==> src/rtl/core/spq_pkg.sv <==
// Shared types and codes of the sorted priority queue.
// No dependencies; used by the cell, the top level and the checker.
`default_nettype none

package spq_pkg;

    localparam int unsigned OP_BITS     = 2;
    localparam int unsigned STATUS_BITS = 3;
    localparam int unsigned FIELD_BITS  = 16;
    localparam int unsigned COUNT_BITS  = 5;

    typedef enum logic [OP_BITS-1:0] {
        OP_ENQ = 2'd0,
        OP_DEQ = 2'd1,
        OP_CHG = 2'd2,
        OP_CLR = 2'd3
    } t_op;

    typedef enum logic [STATUS_BITS-1:0] {
        ST_OK        = 3'd0,
        ST_EMPTY     = 3'd1,
        ST_NOT_FOUND = 3'd2,
        ST_RAISED    = 3'd3,
        ST_FULL      = 3'd4
    } t_status;

    typedef enum logic [1:0] {
        S_IDLE,
        S_CHECK,
        S_INSERT
    } t_state;

    typedef enum logic [1:0] {
        CELL_HOLD,
        CELL_INS,
        CELL_REM
    } t_cell_op;

    typedef struct packed {
        t_cell_op op;
        logic     shift;
    } t_cell_ctl;

endpackage

`default_nettype wire

==> src/rtl/core/spq_cell.sv <==
// One slot of the sorted queue: holds a tag and a priority and trades them
// with its neighbors on insert and remove. Depends on spq_pkg.
`default_nettype none

module spq_cell import spq_pkg::*; #(
    parameter int unsigned TW = 16
) (
    input  wire logic                         i_clk,
    input  wire t_cell_ctl                    i_ctl,
    input  wire logic                         i_valid,
    input  wire logic [TW-1:0]                i_key_tag,
    input  wire logic signed [FIELD_BITS-1:0] i_key_pri,
    input  wire logic                         i_left_stay,
    input  wire logic [TW-1:0]                i_left_tag,
    input  wire logic signed [FIELD_BITS-1:0] i_left_pri,
    input  wire logic [TW-1:0]                i_right_tag,
    input  wire logic signed [FIELD_BITS-1:0] i_right_pri,
    output logic      [TW-1:0]                o_tag,
    output logic signed [FIELD_BITS-1:0]      o_pri,
    output logic                              o_stay,
    output logic                              o_hit
);

    logic [TW-1:0]                r_tag, n_tag;
    logic signed [FIELD_BITS-1:0] r_pri, n_pri;

    // An entry stays put on insert when the new key sorts after it.
    assign o_stay = i_valid &&
                    ((r_pri < i_key_pri) || ((r_pri == i_key_pri) && (r_tag <= i_key_tag)));
    assign o_hit  = i_valid && (r_tag == i_key_tag);
    assign o_tag  = r_tag;
    assign o_pri  = r_pri;

    always_comb begin
        n_tag = r_tag;
        n_pri = r_pri;
        case (i_ctl.op)
            CELL_INS: begin
                if (!o_stay) begin
                    if (i_left_stay) begin
                        n_tag = i_key_tag;
                        n_pri = i_key_pri;
                    end else begin
                        n_tag = i_left_tag;
                        n_pri = i_left_pri;
                    end
                end
            end
            CELL_REM: begin
                if (i_ctl.shift) begin
                    n_tag = i_right_tag;
                    n_pri = i_right_pri;
                end
            end
            default: begin
            end
        endcase
    end

    always_ff @(posedge i_clk) begin
        r_tag <= n_tag;
        r_pri <= n_pri;
    end

endmodule

`default_nettype wire

==> src/rtl/core/sorted_priority_queue_top.sv <==
// Top level of the sorted priority queue: a row of spq_cell slots and the
// sequencer that drives them. Depends on spq_pkg and spq_cell.
//
// Usage: an operation beat is taken at a rising edge where start is high and
// busy is low. Operations are enqueue, dequeue of the head, change of
// priority and clear. Exactly one result beat follows each operation; it is
// on the o_ ports for one cycle, marked by o_valid, and cannot be held off.
// Head tag, head priority and entry count in the result describe the queue
// after the operation.
// Enqueue, dequeue and clear finish at the accept edge: the result appears in
// the next cycle and busy stays low, so one of these may be taken every cycle.
// Change of priority runs as a search of all slots at the accept edge, a
// compare and removal of the found slot in S_CHECK, then a reinsert in
// S_INSERT; busy is high during the compare and the reinsert, and the result
// follows the reinsert. When the tag is missing or the priority would rise,
// the result follows the compare instead, with busy high only for the compare.
// All slots compare against the key in parallel and shift by one place at once;
// the first-match search is a log-depth prefix over the slots.
// Reset empties the queue, drops busy and any pending result.
`default_nettype none

module sorted_priority_queue_top import spq_pkg::*; #(
    parameter int unsigned DEPTH    = 16,
    parameter int unsigned TAG_BITS = 16
) (
    input  wire logic                         i_clk,
    input  wire logic                         i_rst_n,
    input  wire logic                         start,
    output logic                              busy,
    input  wire logic [OP_BITS-1:0]           i_operation,
    input  wire logic [FIELD_BITS-1:0]        i_tag,
    input  wire logic signed [FIELD_BITS-1:0] i_priority_req,
    output logic                              o_valid,
    output logic [STATUS_BITS-1:0]            o_status,
    output logic [FIELD_BITS-1:0]             o_removed_tag,
    output logic signed [FIELD_BITS-1:0]      o_removed_priority,
    output logic [FIELD_BITS-1:0]             o_head_tag,
    output logic signed [FIELD_BITS-1:0]      o_head_priority,
    output logic [COUNT_BITS-1:0]             o_entry_count,
    output logic                              o_is_empty
);

    localparam int unsigned TW     = (TAG_BITS < FIELD_BITS) ? TAG_BITS : FIELD_BITS;
    localparam int unsigned CW     = $clog2(DEPTH + 1);
    localparam int unsigned LEVELS = $clog2(DEPTH);

    t_state                       r_state, n_state;
    logic [CW-1:0]                r_count, n_count;
    logic                         r_valid, n_valid;
    t_status                      r_status, n_status;
    logic [TW-1:0]                r_rtag, n_rtag;
    logic signed [FIELD_BITS-1:0] r_rpri, n_rpri;
    logic [TW-1:0]                r_tag;
    logic signed [FIELD_BITS-1:0] r_pri;
    logic [DEPTH-1:0]             r_after;

    logic [TW-1:0]                w_tag   [DEPTH];
    logic signed [FIELD_BITS-1:0] w_pri   [DEPTH];
    logic [DEPTH-1:0]             w_stay;
    logic [DEPTH-1:0]             w_hit;
    logic [DEPTH-1:0]             w_pre   [LEVELS+1];
    logic [DEPTH-1:0]             w_first;
    logic [TW-1:0]                key_tag;
    logic signed [FIELD_BITS-1:0] key_pri;
    logic signed [FIELD_BITS-1:0] sel_pri;
    t_cell_op                     cell_op;
    logic                         shift_all;
    logic                         accept;
    t_op                          op_in;

    assign accept  = start && (r_state == S_IDLE);
    assign op_in   = t_op'(i_operation);
    assign key_tag = (r_state == S_IDLE) ? i_tag[TW-1:0] : r_tag;
    assign key_pri = (r_state == S_IDLE) ? i_priority_req : r_pri;

    // Prefix OR of the match flags: bit i is set when some slot at or below i
    // holds the searched tag.
    assign w_pre[0] = w_hit;
    for (genvar l = 0; l < LEVELS; l++) begin : g_pre
        for (genvar i = 0; i < DEPTH; i++) begin : g_bit
            if (i >= (1 << l)) begin : g_or
                assign w_pre[l+1][i] = w_pre[l][i] | w_pre[l][i-(1<<l)];
            end else begin : g_pass
                assign w_pre[l+1][i] = w_pre[l][i];
            end
        end
    end

    assign w_first = r_after & ~(r_after << 1);

    always_comb begin
        sel_pri = '0;
        for (int i = 0; i < DEPTH; i++) begin
            sel_pri = sel_pri | (w_first[i] ? w_pri[i] : '0);
        end
    end

    for (genvar i = 0; i < DEPTH; i++) begin : g_cell
        t_cell_ctl                    ctl;
        logic                         left_stay;
        logic [TW-1:0]                left_tag, right_tag;
        logic signed [FIELD_BITS-1:0] left_pri, right_pri;

        assign ctl.op    = cell_op;
        assign ctl.shift = shift_all | r_after[i];

        if (i == 0) begin : g_first
            assign left_stay = 1'b1;
            assign left_tag  = '0;
            assign left_pri  = '0;
        end else begin : g_mid
            assign left_stay = w_stay[i-1];
            assign left_tag  = w_tag[i-1];
            assign left_pri  = w_pri[i-1];
        end

        if (i == DEPTH - 1) begin : g_last
            assign right_tag = '0;
            assign right_pri = '0;
        end else begin : g_inner
            assign right_tag = w_tag[i+1];
            assign right_pri = w_pri[i+1];
        end

        spq_cell #(
            .TW (TW)
        ) u_cell (
            .i_clk       (i_clk),
            .i_ctl       (ctl),
            .i_valid     (CW'(i) < r_count),
            .i_key_tag   (key_tag),
            .i_key_pri   (key_pri),
            .i_left_stay (left_stay),
            .i_left_tag  (left_tag),
            .i_left_pri  (left_pri),
            .i_right_tag (right_tag),
            .i_right_pri (right_pri),
            .o_tag       (w_tag[i]),
            .o_pri       (w_pri[i]),
            .o_stay      (w_stay[i]),
            .o_hit       (w_hit[i])
        );
    end

    always_comb begin
        n_state   = r_state;
        n_count   = r_count;
        n_valid   = 1'b0;
        n_status  = r_status;
        n_rtag    = r_rtag;
        n_rpri    = r_rpri;
        cell_op   = CELL_HOLD;
        shift_all = 1'b0;
        case (r_state)
            S_IDLE: begin
                if (accept) begin
                    n_status = ST_OK;
                    n_rtag   = '0;
                    n_rpri   = '0;
                    case (op_in)
                        OP_ENQ: begin
                            n_valid = 1'b1;
                            if (r_count == CW'(DEPTH)) begin
                                n_status = ST_FULL;
                            end else begin
                                cell_op = CELL_INS;
                                n_count = r_count + 1'b1;
                            end
                        end
                        OP_DEQ: begin
                            n_valid = 1'b1;
                            if (r_count == '0) begin
                                n_status = ST_EMPTY;
                            end else begin
                                cell_op   = CELL_REM;
                                shift_all = 1'b1;
                                n_rtag    = w_tag[0];
                                n_rpri    = w_pri[0];
                                n_count   = r_count - 1'b1;
                            end
                        end
                        OP_CHG: begin
                            n_state = S_CHECK;
                        end
                        OP_CLR: begin
                            n_valid = 1'b1;
                            n_count = '0;
                        end
                        default: begin
                        end
                    endcase
                end
            end
            S_CHECK: begin
                if (!r_after[DEPTH-1]) begin
                    n_status = ST_NOT_FOUND;
                    n_valid  = 1'b1;
                    n_state  = S_IDLE;
                end else if (sel_pri < r_pri) begin
                    n_status = ST_RAISED;
                    n_valid  = 1'b1;
                    n_state  = S_IDLE;
                end else begin
                    cell_op = CELL_REM;
                    n_count = r_count - 1'b1;
                    n_state = S_INSERT;
                end
            end
            S_INSERT: begin
                cell_op = CELL_INS;
                n_count = r_count + 1'b1;
                n_valid = 1'b1;
                n_state = S_IDLE;
            end
            default: begin
                n_state = S_IDLE;
            end
        endcase
    end

    always_ff @(posedge i_clk) begin
        if (!i_rst_n) begin
            r_state <= S_IDLE;
            r_count <= '0;
            r_valid <= 1'b0;
        end else begin
            r_state <= n_state;
            r_count <= n_count;
            r_valid <= n_valid;
        end
    end

    always_ff @(posedge i_clk) begin
        r_status <= n_status;
        r_rtag   <= n_rtag;
        r_rpri   <= n_rpri;
        if (accept) begin
            r_tag   <= i_tag[TW-1:0];
            r_pri   <= i_priority_req;
            r_after <= w_pre[LEVELS];
        end
    end

    assign busy               = (r_state != S_IDLE);
    assign o_valid            = r_valid;
    assign o_status           = r_status;
    assign o_removed_tag      = FIELD_BITS'(r_rtag);
    assign o_removed_priority = r_rpri;
    assign o_head_tag         = (r_count != '0) ? FIELD_BITS'(w_tag[0]) : '0;
    assign o_head_priority    = (r_count != '0) ? w_pri[0] : '0;
    assign o_entry_count      = COUNT_BITS'(r_count);
    assign o_is_empty         = (r_count == '0);

endmodule

`default_nettype wire

==> config.mk <==
export PLATFORM = sky130hd
export DESIGN_NAME = sorted_priority_queue_top
export DESIGN_NICKNAME = d
export VERILOG_FILES = /design/src/rtl/core/spq_pkg.sv /design/src/rtl/core/spq_cell.sv /design/src/rtl/core/sorted_priority_queue_top.sv
export SDC_FILE = /design/constraint.sdc
export NUM_CORES = 2
export LEC_CHECK = 0
export ABC_AREA = 1
export BUFFER_PORTS_ARGS = -buffer_cell sky130_fd_sc_hd__buf_2
export CORE_ASPECT_RATIO = 0.7
export CORE_MARGIN = 10
export CORE_UTILIZATION = 55
export DETAILED_ROUTE_END_ITERATION = 10
export PLACE_DENSITY_LB_ADDON = 0.05
export SLEW_MARGIN = 40
export SYNTH_ARGS = -nofsm -noshare
export SYNTH_HDL_FRONTEND = slang
export SYNTH_HIERARCHICAL = 1
export SYNTH_SLANG_ARGS = --single-unit
==> constraint.sdc <==
create_clock -name i_clk -period 5.8 [get_ports i_clk]
set_input_delay 0.58 -clock i_clk [delete_from_list [all_inputs] [get_ports i_clk]]
set_output_delay 0.58 -clock i_clk [all_outputs]
set_load 0.01 [all_outputs]
## Yosys cells after proc, flatten, opt, wreduce, memory -nomap -nowiden

Cells that the tools add are included.

| storage, ports and cells | value |
|---|---|
| input bits | 37 |
| output and inout port bits | 75 |
| flip-flop bits (word level) | 603 |

| operators by class | value |
|---|---|
| $add $sub $neg | 2 |
| muxes and demuxes | 178 |
| equality and inequality tests | 80 |
| reduce and logical (&&, ||, !) cells | 95 |
| bitwise operators | 83 |
| magnitude comparators | 49 |

Operators by type and width:

| operator | number |
|---|---|
| 2-to-1 mux 16 bit | 113 |
| one-hot mux 16 bit (2 select lines) | 32 |
| == test 16 bit | 32 |
| < comparator 16 bit | 17 |
| less-or-equal comparator 16 bit | 16 |
| bitwise OR 16 bit | 15 |
| != test 2 bit (second input constant) | 35 |
| bitwise OR 1 bit | 65 |
| AND reduction 3 bit | 17 |
| logical AND 1 bit | 49 |
| < comparator 4 x 5 -> 1 bit (first input constant) | 8 |
| one-hot mux 5 bit (3 select lines) | 2 |
| 2-to-1 mux 5 bit | 5 |
| < comparator 3 x 5 -> 1 bit (first input constant) | 4 |
| AND 16 bit | 1 |
| logical OR 1 bit | 16 |
| NOT 16 bit | 1 |
| 2-to-1 mux 2 bit | 6 |
| 2-to-1 mux 3 bit | 4 |
| one-hot mux 3 bit (2 select lines) | 2 |
| < comparator 1 x 5 -> 1 bit (first input constant) | 2 |
| < comparator 2 x 5 -> 1 bit (first input constant) | 2 |
| 2-to-1 mux 1 bit | 10 |
| != test 3 bit (second input constant) | 3 |
| other kinds (20) | 30 |

## Depth between registers and ports, before layout

| depth | value |
|---|---|
| depth in word-level cells | 25 |
| gate-level depth with buffers | 29 |
| gate-level depth less buffers | 26 |

## By module

The synthesis kept the hierarchy.

By module, submodules not included:

| module | seq. area each (um^2) | cells an instance | instances | area each (um^2) |
|---|---|---|---|---|
| spq_cell at g_cell[0].u_cell ... | 960.9 | 334 | 12 | 2,506.2 |
| spq_cell at g_cell[6].u_cell ... | 960.9 | 341 | 4 | 2,556.2 |
| sorted_priority_queue_top | 2,652.5 | 835 | 1 | 6,304.8 |

## Worst setup path before layout

No wires, ideal clock.

| timing path | value |
|---|---|
| path type | register to register |
| start point | register r_state[1] |
| end point | register g_cell[6].u_cell.r_pri[0], enable pin |
| cell stages (with the launch flop) | 14 |
| setup time | 0.389 ns |
| slack | -0.120 ns |
| data arrival time | 5.531 ns |
| cells stage by stage | dfxtp_1 -> inv_1 -> ha_1 -> clkbuf_1 -> nand2_1 -> inv_1 -> nand2_1 -> a21oi_1 -> nand2_1 -> inv_2 -> buf_2 -> buf_4 -> nand2_1 -> nand2_1 |

| on the way | value |
|---|---|
| elaborated cells on any way between the ends | 23 |
| classes of those cells | order compare: 2; eq/ne: 7; mux: 6; bitwise: 1; reduce/logical: 7 |

RTL lines:

| what | line | RTL |
|---|---|---|
| from (decl) | sorted_priority_queue_top.sv:47 | `t_state r_state, n_state;` |
| from (signal assigned) | sorted_priority_queue_top.sv:227 | `r_state <= n_state;` |
| logical NOT 2 bit * | sorted_priority_queue_top.sv:71 | `assign accept = start && (r_state == S_IDLE);` |
| logical AND 1 bit * | sorted_priority_queue_top.sv:71 |  |
| named net accept | sorted_priority_queue_top.sv:68 | `logic accept;` |
| 2-to-1 mux 2 bit * | sorted_priority_queue_top.sv:156 | `if (accept) begin` |
| one-hot mux 2 bit (3 select lines) * | sorted_priority_queue_top.sv:154 | `case (r_state)` |
| named net cell_op[1] | sorted_priority_queue_top.sv:66 | `t_cell_op cell_op;` |
| == test 2 x 1 -> 1 bit / == test 2 bit (equally long branches) | spq_cell.sv:37 | `case (i_ctl.op)` |
| != test 2 bit (no line) / nonzero test 2 bit (equally long branches) | - |  |
| AND reduction 3 bit (no line) * | - |  |
| to (signal assigned) | spq_cell.sv:62 | `r_pri <= n_pri;` |
| to (decl) | spq_cell.sv:25 | `logic signed [FIELD_BITS-1:0] r_pri, n_pri;` |

The timed path passes the listed nets; every way through them passes the cells marked *.
A chain may end at the register's enable or synchronous reset.

## Worst setup path in the final report

| timing path | value |
|---|---|
| start point | register r_after[0] |
| end point | register g_cell[3].u_cell.r_tag[14], enable pin |

| on the way | value |
|---|---|
| word-level cells in the longest chain between the ends | 25 |
| elaborated cells on any way between the ends | 29 |
| classes of those cells | order compare: 1; eq/ne: 4; mux: 5; bitwise: 17; reduce/logical: 2 |

RTL lines:

| what | line | RTL |
|---|---|---|
| from (decl) | sorted_priority_queue_top.sv:55 | `logic [DEPTH-1:0] r_after;` |
| from (signal assigned) | sorted_priority_queue_top.sv:240 | `r_after <= w_pre[LEVELS];` |
| NOT 16 bit | sorted_priority_queue_top.sv:89 | `assign w_first = r_after & ~(r_after << 1);` |
| AND 16 bit * | sorted_priority_queue_top.sv:89 |  |
| 2-to-1 mux 16 bit | sorted_priority_queue_top.sv:94 | `sel_pri = sel_pri \| (w_first[i] ? w_pri[i] : '0);` |
| bitwise OR 16 bit * (15 in a row) | sorted_priority_queue_top.sv:94 |  |
| < comparator 16 bit * | sorted_priority_queue_top.sv:199 | `end else if (sel_pri < r_pri) begin` |
| 2-to-1 mux 2 bit * | sorted_priority_queue_top.sv:199 |  |
| 2-to-1 mux 2 bit * | sorted_priority_queue_top.sv:195 | `if (!r_after[DEPTH-1]) begin` |
| one-hot mux 2 bit (3 select lines) * | sorted_priority_queue_top.sv:154 |  |
| named net cell_op[1] | sorted_priority_queue_top.sv:66 |  |
| == test 2 x 1 -> 1 bit / == test 2 bit (equally long branches) | spq_cell.sv:37 |  |
| != test 2 bit (no line) / nonzero test 2 bit (equally long branches) | - |  |
| AND reduction 3 bit (no line) * | - |  |
| to (signal assigned) | spq_cell.sv:61 | `r_tag <= n_tag;` |
| to (decl) | spq_cell.sv:24 | `logic [TW-1:0] r_tag, n_tag;` |

Marked as above.

==> results.yml <==
clocking:
  cts.hold.buffers_added: 0
  cts_resized: 0
  root_buffer: "clkbuf_16"
  cts_htree_levels: 3
  path_clk_slew_ns: 0.06
  clkLatencyLatePin_ns: 0.64
  post-cts-setup-buffers: 0
  cts.sink_count: 603
  cts_tree: "built"
  cts_max_path_buffers: 3
  numCtsBuffers: 70
place:
  dpl.hpwl_mm: 109
  gp_congestion: 0.951
  portBuffers: 111
yosys:
  syn-cell-area_mm2: 0.0466
  netlist_instances: 6206
  avgSynthCellArea_um2: 7.51
  yosysWarnings: 6
routing:
  drc: 0
  num_vias: 41500
  drtPass1Iterations: 6
  routed_wl_mm: 140
  viasPerCell: 5.53
  drt_iter0_drc: 3936
  wl_per_cell_um: 18.6
  ant_nets: 0
die:
  start_util_pct: 55.4
  die_h_um: 264
  placement_rows: 89
  die-area_mm2: 0.0970
  io_pins: 112
  die_x_um: 368
  core_area_mm2: 0.0842
setup_path:
  required_ns: 6.07
  start_kind: "flip-flop"
  critPathKind: "flip-flop to flip-flop"
  cp-end-kind: "flip-flop"
  ff2ff_path_depth: 24
  worst_ep_arrival_time_ns: 5.65
  cp_max_fo: 32
global_route:
  use_met2_pct: 41.4
  grt_usage_pct: 28.1
  met3_usage_pct: 3.82
  grt_max_degree: 65
  met1_usage_pct: 41.8
  grt-busiest-layer: "met1"
  grt_pass1_wl_mm: 220
  overflow: 0
  antenna_found_initial: 0
  grt_pass1_vias: 38600
status:
  status: "finished, final reports clean"
timing:
  final-max-slew-violation-count: 0
  hold_viol: 0
  clock-skew-final_ns: 0.0261
  min_period_over_period_pct: 92.6
  setup_viol: 0
  max_slew_margin_pct: 47.1
  tightest_slew_ns: 0.793
  rsz0062_at_grt: "no"
  tns_ns: 0
  fmaxAchievable_ghz: 0.186
  fin_hold_ws_ns: 0.135
  min_period_ns: 5.37
layout:
  num_antenna_cells: 0
  fill_cells: 7780
  drive_gt1_share_pct: 6.62
  area_growth_syn_to_layout_pct: 9.80
  final_common_cell: "nand2_1"
  fin_nets: 6884
  final_cell_mix: "nand2_1, o21ai_0, inv_1, edfxtp_1, ha_1"
hold_path:
  hp-class: "input pin to flip-flop"
  min_path_cells: 1
power:
  p_leak_nw: 22.6
  power.density_mw_per_mm2: 426
  irDropWorstVdd_mv: 0.274
flow_run:
  max-cap-violations: 0
routing by layer:
layer	vias up	share of wire, %	wire length [µm]
li1	20700	-	-
met1	19100	47	66400
met2	1493	41	57600
met3	202	7.8	11000
met4	0	3.5	4860
met5	-	0	0
stage by stage:
step	cell area [µm²]	setup slack [ns]	util [%]	std cells	total power, mW
floorplan	46800	0.388	-	6269	14.1
detailed placement	48900	0.558	58.1	7378	17.1
global placement	48900	0.717	58.1	7377	16.8
CTS	51200	0.502	60.8	7501	21.7
finish	51200	0.428	60.8	7501	21.8
global route	51200	0.0522	60.8	7501	23.6
where the power goes:
group / internal, mW / switching, mW / total [mW] / leakage, nW
clock network: 2.59 / 1.95 / 4.53 / 1.10
logic: 3.26 / 6.35 / 9.61 / 15.9
registers: 6.61 / 1.05 / 7.66 / 5.62
total: 12.5 / 9.34 / 21.8 / 22.6
critical path, cell delays in order (launching register included):
cell and delay (ns):
edfxtp_1 0.45, inv_1 0.51, o211ai_1 0.19, a221oi_1 0.32, nand4_1 0.19, a21oi_1 0.15
nand4_1 0.09, a21oi_1 0.12, nand4_1 0.09, ha_1 0.30, a21oi_1 0.16, o21ai_0 0.14
nand3_1 0.09, a21oi_1 0.06, a211oi_1 0.51, nand3_1 0.21, nand2_1 0.11, nand3_1 0.13
a21oi_2 0.23, buf_12 0.23, nand2_1 0.08, clkinv_1 0.07, nand2_1 0.06, nand2_1 0.06
buf_4 0.41
sequential cells by signal (all words and copies together), names as in the netlist, 2 cells and up:
name / count
g_cell.u_cell/o_pri: 256
g_cell.u_cell/o_tag: 256
o_removed_priority: 16
o_removed_tag: 16
r_after: 16
r_pri: 16
r_tag: 16
o_entry_count: 5
o_status: 3
r_state: 2
path summary, 6_finish.rpt:
path,slack [ns],to,from
hold / removal,0.13,r_tag[15]$_DFFE_PP_,i_tag[15]
setup reg to reg,0.43,g_cell[3].u_cell/o_tag[14]$_DFFE_PP_,r_after[0]$_DFFE_PP_
setup / recovery,0.43,g_cell[3].u_cell/o_tag[14]$_DFFE_PP_,r_after[0]$_DFFE_PP_
hold reg to reg,0.57,r_state[0]$_SDFFE_PN0P_,r_state[0]$_SDFFE_PN0P_
area by class of cell:
| type | count | area (µm²) | share of cell area [%] |
|---|---|---|---|
| timing repair buffer | 229 | 1750 | 3.43 |
| inverter | 880 | 3310 | 6.46 |
| multi-input combinational | 4529 | 24400 | 47.7 |
| clock inverter | 33 | 302 | 0.589 |
| clock buffer | 90 | 1940 | 3.80 |
| tap | 1137 | 1420 | 2.78 |
| sequential | 603 | 18000 | 35.2 |
No activity file was read; power rests on OpenSTA's default activity.
